==> config.mk <==
export PLATFORM = sky130hd
export DESIGN_NAME = arp_ip_mac_learning_table
export DESIGN_NICKNAME = d
export VERILOG_FILES = /design/src/rtl/core/arpl_pkg.sv /design/src/rtl/core/arp_ip_mac_learning_table.sv /design/src/rtl/core/arpl_ctrl.sv /design/src/rtl/core/arpl_dpath.sv
export SDC_FILE = /design/constraint.sdc
export NUM_CORES = 2
export LEC_CHECK = 0
export BUFFER_PORTS_ARGS = -buffer_cell sky130_fd_sc_hd__buf_2
export CAP_MARGIN = 10
export CORE_MARGIN = 4
export CORE_UTILIZATION = 35
export CTS_BUF_LIST = sky130_fd_sc_hd__clkbuf_2 sky130_fd_sc_hd__clkbuf_4 sky130_fd_sc_hd__clkbuf_8
export DETAILED_ROUTE_END_ITERATION = 8
export GPL_ROUTABILITY_DRIVEN = 1
export PLACE_DENSITY = 0.51
export REMOVE_ABC_BUFFERS = 1
export SLEW_MARGIN = 20
export SYNTH_ARGS = -nofsm -noshare
export SYNTH_HDL_FRONTEND = slang
export SYNTH_SLANG_ARGS = --single-unit
==> constraint.sdc <==
create_clock -name clk -period 7.2 [get_ports clk]
set_input_delay 2.16 -clock clk [delete_from_list [all_inputs] [get_ports clk]]
set_output_delay 2.16 -clock clk [all_outputs]
set_load 0.01 [all_outputs]
==> src/rtl/core/arpl_pkg.sv <==
// arpl_pkg: shared types and constants of the arp ip-to-mac learning table
// used by arpl_ctrl, arpl_dpath, the top level and the port checker
// depends on nothing
package arpl_pkg;

	// ethertype of an arp frame
	localparam logic [15:0] ARP_FRAME_TYPE = 16'h0806;

	// fixed widths of the result fields
	localparam int SLOT_W  = 6;
	localparam int COUNT_W = 7;

	// per-pair learning outcome
	typedef enum logic [1:0] {
		ST_IGNORED = 2'd0,
		ST_UPDATED = 2'd1,
		ST_ADDED   = 2'd2,
		ST_FULL    = 2'd3
	} status_t;

	// controller to datapath commands
	typedef struct packed {
		logic capture;    // load the input item, clear results
		logic sel_tgt;    // work on the target pair
		logic scan_init;  // restart the table scan
		logic scan_en;    // issue the next table read
		logic upd_hit;    // overwrite mac of the matching slot
		logic add_new;    // append the pair at the next free slot
		logic rec_full;   // record table full for the pair
	} dp_cmd_t;

	// datapath to controller status
	typedef struct packed {
		logic is_arp;     // captured item is an arp frame
		logic mac_zero;   // selected pair carries an all-zero mac
		logic hit;        // read data of the scan matches the pair ip
		logic scan_done;  // all valid slots read, none in flight
		logic full;       // no free slot left
	} dp_stat_t;

endpackage

==> src/rtl/core/arp_ip_mac_learning_table.sv <==
// arp_ip_mac_learning_table: arp snooping table that learns ip-to-mac bindings
// top level, joins arpl_ctrl and arpl_dpath
// depends on arpl_pkg, arpl_ctrl, arpl_dpath
//
// channel   | handshake        | payload
// ----------+------------------+-----------------------------------------------
// frame in  | start, busy      | eth_type, sender_ip/mac, target_ip/mac
// result    | done (strobe)    | sender_status/slot, target_status/slot,
//           |                  | entry_count
//
// one item at a time: an item is taken when start is high and busy is low
// each pair scans the valid slots through the single ip memory read port,
// one slot a cycle, and stops at the first slot whose ip matches the pair
// done is high for one cycle with busy already low, so start may follow at once
// reset clears the entry count, scan state and controller; table contents
// need no clearing pass
// the receiver cannot stall: results are shown for the done cycle and held
// until the next item is taken
module arp_ip_mac_learning_table #(
	parameter int TABLE_DEPTH = 64
) (
	input  logic                          clk,
	input  logic                          arst_n,
	input  logic                          start,
	output logic                          busy,
	input  logic [15:0]                   eth_type,
	input  logic [31:0]                   sender_ip,
	input  logic [47:0]                   sender_mac,
	input  logic [31:0]                   target_ip,
	input  logic [47:0]                   target_mac,
	output logic                          done,
	output logic [1:0]                    sender_status,
	output logic [arpl_pkg::SLOT_W-1:0]   sender_slot,
	output logic [1:0]                    target_status,
	output logic [arpl_pkg::SLOT_W-1:0]   target_slot,
	output logic [arpl_pkg::COUNT_W-1:0]  entry_count
);

	// command and status between controller and datapath
	arpl_pkg::dp_cmd_t  cmd;
	arpl_pkg::dp_stat_t stat;

	// controller: sender pair first, then target pair, so the
	// target scan sees whatever the sender update left behind
	arpl_ctrl u_ctrl (
		.clk    (clk),
		.arst_n (arst_n),
		.start  (start),
		.stat   (stat),
		.cmd    (cmd),
		.busy   (busy),
		.done   (done)
	);

	// datapath: memories, count, scan pointer, results
	arpl_dpath #(
		.TABLE_DEPTH (TABLE_DEPTH)
	) u_dpath (
		.clk           (clk),
		.arst_n        (arst_n),
		.cmd           (cmd),
		.stat          (stat),
		.eth_type      (eth_type),
		.sender_ip     (sender_ip),
		.sender_mac    (sender_mac),
		.target_ip     (target_ip),
		.target_mac    (target_mac),
		.sender_status (sender_status),
		.sender_slot   (sender_slot),
		.target_status (target_status),
		.target_slot   (target_slot),
		.entry_count   (entry_count)
	);

endmodule

==> src/rtl/core/arpl_ctrl.sv <==
// arpl_ctrl: controller state machine of the learning table
// sequences sender pair then target pair through scan and update
// depends on arpl_pkg
module arpl_ctrl (
	input  logic               clk,
	input  logic               arst_n,
	input  logic               start,
	input  arpl_pkg::dp_stat_t stat,
	output arpl_pkg::dp_cmd_t  cmd,
	output logic               busy,
	output logic               done
);

	typedef enum logic [1:0] {
		S_IDLE,
		S_PAIR,
		S_SCAN
	} state_t;

	state_t state_q;
	logic   tgt_q;
	logic   done_q;
	logic   pair_end;

	assign busy = (state_q != S_IDLE);
	assign done = done_q;

	always_comb begin
		cmd          = '0;
		cmd.sel_tgt  = tgt_q;
		pair_end     = 1'b0;
		unique case (state_q)
			S_IDLE: begin
				cmd.capture = start;
			end
			S_PAIR: begin
				if (!stat.is_arp || stat.mac_zero) begin
					pair_end = 1'b1;
				end else begin
					cmd.scan_init = 1'b1;
				end
			end
			S_SCAN: begin
				priority if (stat.hit) begin
					cmd.upd_hit = 1'b1;
					pair_end    = 1'b1;
				end else if (stat.scan_done) begin
					cmd.rec_full = stat.full;
					cmd.add_new  = !stat.full;
					pair_end     = 1'b1;
				end else begin
					cmd.scan_en = 1'b1;
				end
			end
			default: begin
				cmd = '0;
			end
		endcase
	end

	always_ff @(posedge clk or negedge arst_n) begin
		if (!arst_n) begin
			state_q <= S_IDLE;
			tgt_q   <= 1'b0;
			done_q  <= 1'b0;
		end else begin
			done_q <= 1'b0;
			unique case (state_q)
				S_IDLE: begin
					if (start) begin
						state_q <= S_PAIR;
						tgt_q   <= 1'b0;
					end
				end
				S_PAIR, S_SCAN: begin
					if (pair_end) begin
						if (tgt_q) begin
							state_q <= S_IDLE;
							done_q  <= 1'b1;
						end else begin
							state_q <= S_PAIR;
							tgt_q   <= 1'b1;
						end
					end else if (state_q == S_PAIR) begin
						state_q <= S_SCAN;
					end
				end
				default: begin
					state_q <= S_IDLE;
				end
			endcase
		end
	end

endmodule

==> src/rtl/core/arpl_dpath.sv <==
// arpl_dpath: datapath of the learning table
// holds the ip and mac memories, entry count, scan pointer and result registers
// depends on arpl_pkg
module arpl_dpath #(
	parameter int TABLE_DEPTH = 64
) (
	input  logic                          clk,
	input  logic                          arst_n,
	input  arpl_pkg::dp_cmd_t             cmd,
	output arpl_pkg::dp_stat_t            stat,
	input  logic [15:0]                   eth_type,
	input  logic [31:0]                   sender_ip,
	input  logic [47:0]                   sender_mac,
	input  logic [31:0]                   target_ip,
	input  logic [47:0]                   target_mac,
	output logic [1:0]                    sender_status,
	output logic [arpl_pkg::SLOT_W-1:0]   sender_slot,
	output logic [1:0]                    target_status,
	output logic [arpl_pkg::SLOT_W-1:0]   target_slot,
	output logic [arpl_pkg::COUNT_W-1:0]  entry_count
);

	localparam int IW = (TABLE_DEPTH > 1) ? $clog2(TABLE_DEPTH) : 1;
	localparam int CW = $clog2(TABLE_DEPTH + 1);
	localparam logic [CW-1:0] DEPTH_C = CW'(TABLE_DEPTH);

	// table memories, undefined until written
	logic [31:0] ip_mem  [TABLE_DEPTH];
	logic [47:0] mac_mem [TABLE_DEPTH];

	// captured item
	logic        arp_q;
	logic [31:0] snd_ip_q;
	logic [47:0] snd_mac_q;
	logic [31:0] tgt_ip_q;
	logic [47:0] tgt_mac_q;

	// control state
	logic [CW-1:0] used_q;
	logic [CW-1:0] ptr_q;
	logic          rd_vld_s1;
	logic [IW-1:0] rd_idx_s1;
	logic [31:0]   rd_ip_s1;

	// results
	arpl_pkg::status_t           s_status_q;
	arpl_pkg::status_t           t_status_q;
	logic [arpl_pkg::SLOT_W-1:0] s_slot_q;
	logic [arpl_pkg::SLOT_W-1:0] t_slot_q;

	logic [31:0]                 cur_ip;
	logic [47:0]                 cur_mac;
	logic                        rd_issue;
	logic                        rec;
	arpl_pkg::status_t           rec_status;
	logic [arpl_pkg::SLOT_W-1:0] rec_slot;

	assign cur_ip   = cmd.sel_tgt ? tgt_ip_q  : snd_ip_q;
	assign cur_mac  = cmd.sel_tgt ? tgt_mac_q : snd_mac_q;
	assign rd_issue = cmd.scan_en && (ptr_q < used_q);

	assign stat.is_arp    = arp_q;
	assign stat.mac_zero  = (cur_mac == '0);
	assign stat.hit       = rd_vld_s1 && (rd_ip_s1 == cur_ip);
	assign stat.scan_done = (ptr_q >= used_q) && !rd_vld_s1;
	assign stat.full      = (used_q >= DEPTH_C);

	assign rec = cmd.upd_hit || cmd.add_new || cmd.rec_full;

	always_comb begin
		priority if (cmd.upd_hit) begin
			rec_status = arpl_pkg::ST_UPDATED;
			rec_slot   = arpl_pkg::SLOT_W'(rd_idx_s1);
		end else if (cmd.add_new) begin
			rec_status = arpl_pkg::ST_ADDED;
			rec_slot   = arpl_pkg::SLOT_W'(used_q);
		end else begin
			rec_status = arpl_pkg::ST_FULL;
			rec_slot   = '0;
		end
	end

	// memory writes and registered read
	always_ff @(posedge clk) begin
		if (cmd.upd_hit) begin
			mac_mem[rd_idx_s1] <= cur_mac;
		end
		if (cmd.add_new) begin
			ip_mem[used_q[IW-1:0]]  <= cur_ip;
			mac_mem[used_q[IW-1:0]] <= cur_mac;
		end
		if (rd_issue) begin
			rd_ip_s1  <= ip_mem[ptr_q[IW-1:0]];
			rd_idx_s1 <= ptr_q[IW-1:0];
		end
	end

	// item and result payload
	always_ff @(posedge clk) begin
		if (cmd.capture) begin
			arp_q      <= (eth_type == arpl_pkg::ARP_FRAME_TYPE);
			snd_ip_q   <= sender_ip;
			snd_mac_q  <= sender_mac;
			tgt_ip_q   <= target_ip;
			tgt_mac_q  <= target_mac;
			s_status_q <= arpl_pkg::ST_IGNORED;
			t_status_q <= arpl_pkg::ST_IGNORED;
			s_slot_q   <= '0;
			t_slot_q   <= '0;
		end else if (rec) begin
			if (cmd.sel_tgt) begin
				t_status_q <= rec_status;
				t_slot_q   <= rec_slot;
			end else begin
				s_status_q <= rec_status;
				s_slot_q   <= rec_slot;
			end
		end
	end

	// count, scan pointer and read valid
	always_ff @(posedge clk or negedge arst_n) begin
		if (!arst_n) begin
			used_q    <= '0;
			ptr_q     <= '0;
			rd_vld_s1 <= 1'b0;
		end else begin
			if (cmd.add_new) begin
				used_q <= used_q + CW'(1);
			end
			if (cmd.scan_init) begin
				ptr_q     <= '0;
				rd_vld_s1 <= 1'b0;
			end else begin
				rd_vld_s1 <= rd_issue;
				if (rd_issue) begin
					ptr_q <= ptr_q + CW'(1);
				end
			end
		end
	end

	assign sender_status = s_status_q;
	assign sender_slot   = s_slot_q;
	assign target_status = t_status_q;
	assign target_slot   = t_slot_q;
	assign entry_count   = arpl_pkg::COUNT_W'(used_q);

endmodule

==> flow_summary.ini <==
[place]
globalplace.congestion = 0.864
numPortBuffers = 203
pre_cts_ws_ns = 1.94
hpwl_mm = 139
dpl_cell_area_sq_mm = 0.0936

[setup_path]
startpoint_type = register
crit_fanout = 46
ff2ff_path_depth = 9
path_class = reg -> reg
r2r_slack_ns = 1.77
end_kind = register
worst-path-buf-inv = 2
path_delay_family = compound AO/OA/AOI/OAI gates
worst_ep_required_time_ns = 7.78
r2r_end = u_dpath.rd_ip_s1[5]
timing.rr.start = u_ctrl.state_q[1]
cp_slowest_cell = a2111oi_1
cp_data_arrival_time_ns = 6.01
worst_path_largest_cell_delay_ns = 1.04
cp.depth = 9
path_cells = ha_1 > and2b_2 > buf_4 > a2111oi_1 > o221ai_1 > nor4b_2 > nand4_1 > o21ai_2 > inv_2

[clock_tree]
cts_sinks = 2282
clk_latency_ns = 1.06
cts_tree = yes
cts_root_buf = clkbuf_8
cts_resized = 0
htreeDepth = 5
post_cts_buffers = 0
clkTransAtPathRegs_ns = 0.06
cts_buffer_depth = 4
cts_made_buffers = 386
cts_hold_buf = 0

[timing]
finalWorstSetupSlack_ns = 1.77
final_max_slew_viol_count = 0
fmax_mhz = 184
period_share = 0.754
hold_ws_ns = 0.472
tightest_slew_ns = 1.16
rsz0062_at_grt = no
final.setup.tns_ns = 0
fin_crit_ns = 5.43
finalHoldViolations = 0
skew_ns = 0.0575
max_slew_margin = 0.223
setup_viol = 0

[power_and_ir_drop]
vdd_drop_max_mv = 0.288
p_per_area_mw_per_mm2 = 369
p_total_mw = 37.2
p_leak_nw = 31.0

[synth]
synthFlopType = edfxtp_1
syn_area_sq_mm = 0.0871
netlist_top_cells_count = edfxtp_1, mux4_2, clkbuf_1
yosysTopAreaCell = edfxtp_1
yosysTopAreaCellShare = 0.774
avgSynthCellArea_sq_um = 23.9
ys_warn_count = 0
synth-seq-area-share = 0.783
async_flop_share = 0.00833
synth_area_leaders = edfxtp_1, mux4_2, dfrtp_1, clkbuf_1, dfxtp_1
synth_most_common_cell = edfxtp_1
yosysUniqueCellTypes = 66
synth_edf_count = 2247
ys_ff_latch = 2282
synth_cells = 3643

[detailed_routing]
avgRoutedWirePerCell_microns = 29.2
vias = 41000
final_antenna_net_count = 0
drt_iter0_drc = 3969
drt-pass1-iter-count = 7
vias_per_cell = 5.26
drc_errors = 0
wl_mm = 227

[layout]
fillCellCount = 21800
syn_to_final_growth_pct = 15.7
final_area_sq_mm = 0.101
nNetsFinal = 4389
drive_gt1_frac = 0.379

[floorplanning]
fp.dieW_microns = 507
start_util = 0.353
coreArea_sq_mm = 0.247
ios = 204
die_height_microns = 507
die_area_sq_mm = 0.257
num_rows = 182

[min_path]
min_path_cells = 2
holdCritPathClass = reg -> reg
min_from = u_dpath.sender_slot[1]
hold-path-endpoint = u_dpath.sender_slot[1]

[global_route]
grt.overflow.total = 0
grt_start_max_net_pins = 180
grt_use_total = 0.175
grt_pass1_wl_mm = 323
antenna_found_initial = 18
grt_pass1_vias = 42300

[run_status]
status = finished, final reports clean

[job]
max-cap-violations = 0
==> cell type report <==
type | count | area, sq um | area share
Sequential cell | 2282 | 68300 | 0.677
Multi-Input combinational cell | 1131 | 18600 | 0.184
Clock buffer | 528 | 6430 | 0.0638
Tap cell | 3312 | 4140 | 0.0411
Timing Repair Buffer | 337 | 2450 | 0.0243
Clock inverter | 129 | 764 | 0.00758
Inverter | 56 | 210 | 0.00208
Antenna cell | 9 | 22.5 | 0.000223
==> per-layer routing <==
metal,track usage,wire [microns],vias up
met5,0,13,-
met4,0.0422,4870,2
met3,0.0384,15500,352
met2,0.269,106000,1389
met1,0.254,101000,22400
li1,-,-,16800
==> placed cells by master, fill, tap and decap left out, types with 52 or more instances in the layout <==
master and n:
edfxtp_1 2247, mux4_2 672, clkbuf_8 395, buf_2 203
clkbuf_4 133, buf_4 103, clkinv_1 86, nor2_4 64
nand2_1 59, inv_1 52
==> logic make-up (layout without fill, tap and decap cells) <==
kind of cell	Yosys count	count (layout)	synth area share
DFF	2282	2282	0.783
muxes	684	684	0.175
and+or+nand+nor	264	264	0.0147
buffers and inverters	230	1050	0.0110
AOI/OAI and AO/OA	139	139	0.0107
xor gates and xnor gates	28	28	0.00281
adders and majority gates	16	16	0.00230
other	0	9	0
==> worst min-delay path, delay by kind of cell (launching register included) <==
| family | cells | cell delay, ns |
|---|---|---|
| AOI/OAI and AO/OA | 2 | 0.12 |
| DFF | 1 | 0.30 |
==> state kept, by name, summed over array words and instances, names as in the netlist <==
register	cells
u_dpath.ip_mem	2048
u_dpath.snd_mac_q	48
u_dpath.tgt_mac_q	48
u_dpath.rd_ip_s1	32
u_dpath.snd_ip_q	32
u_dpath.tgt_ip_q	32
u_dpath.entry_count	7
u_dpath.ptr_q	7
u_dpath.rd_idx_s1	6
u_dpath.sender_slot	6
u_dpath.target_slot	6
u_ctrl.state_q	2
u_dpath.sender_status	2
u_dpath.target_status	2
u_ctrl.done	1
u_ctrl.tgt_q	1
u_dpath.arp_q	1
u_dpath.rd_vld_s1	1
==> how the worst max path moves through the flow <==
stage | from | endpoint | slack (ns)
final | u_ctrl.state_q[1] | u_dpath.rd_ip_s1[5] | 1.77
after global routing | u_ctrl.state_q[1] | u_dpath.rd_idx_s1[3] | 1.58
after CTS | u_ctrl.state_q[1] | u_dpath.rd_ip_s1[5] | 1.87
after detailed placement | u_ctrl.state_q[1] | u_dpath.rd_ip_s1[1] | 1.94
after global placement | u_ctrl.state_q[1] | u_dpath.rd_ip_s1[1] | 1.93
after floorplan | u_dpath.ptr_q[0] | u_dpath.ip_mem[15][0] | -16.33
==> stage by stage <==
step / instances / utilization
floorplan: 3469 / -
global placement: 7094 / 0.377
detailed placement: 7116 / 0.379
CTS: 7773 / 0.408
global route: 7779 / 0.409
finish: 7784 / 0.409
==> report_power, final <==
| group | switching, mW | internal, mW |
|---|---|---|
| Clock | 5.06 | 6.02 |
| Combinational | 5.75 | 3.46 |
| Sequential | 0.436 | 16.5 |
(Power assumes the default switching activity.)
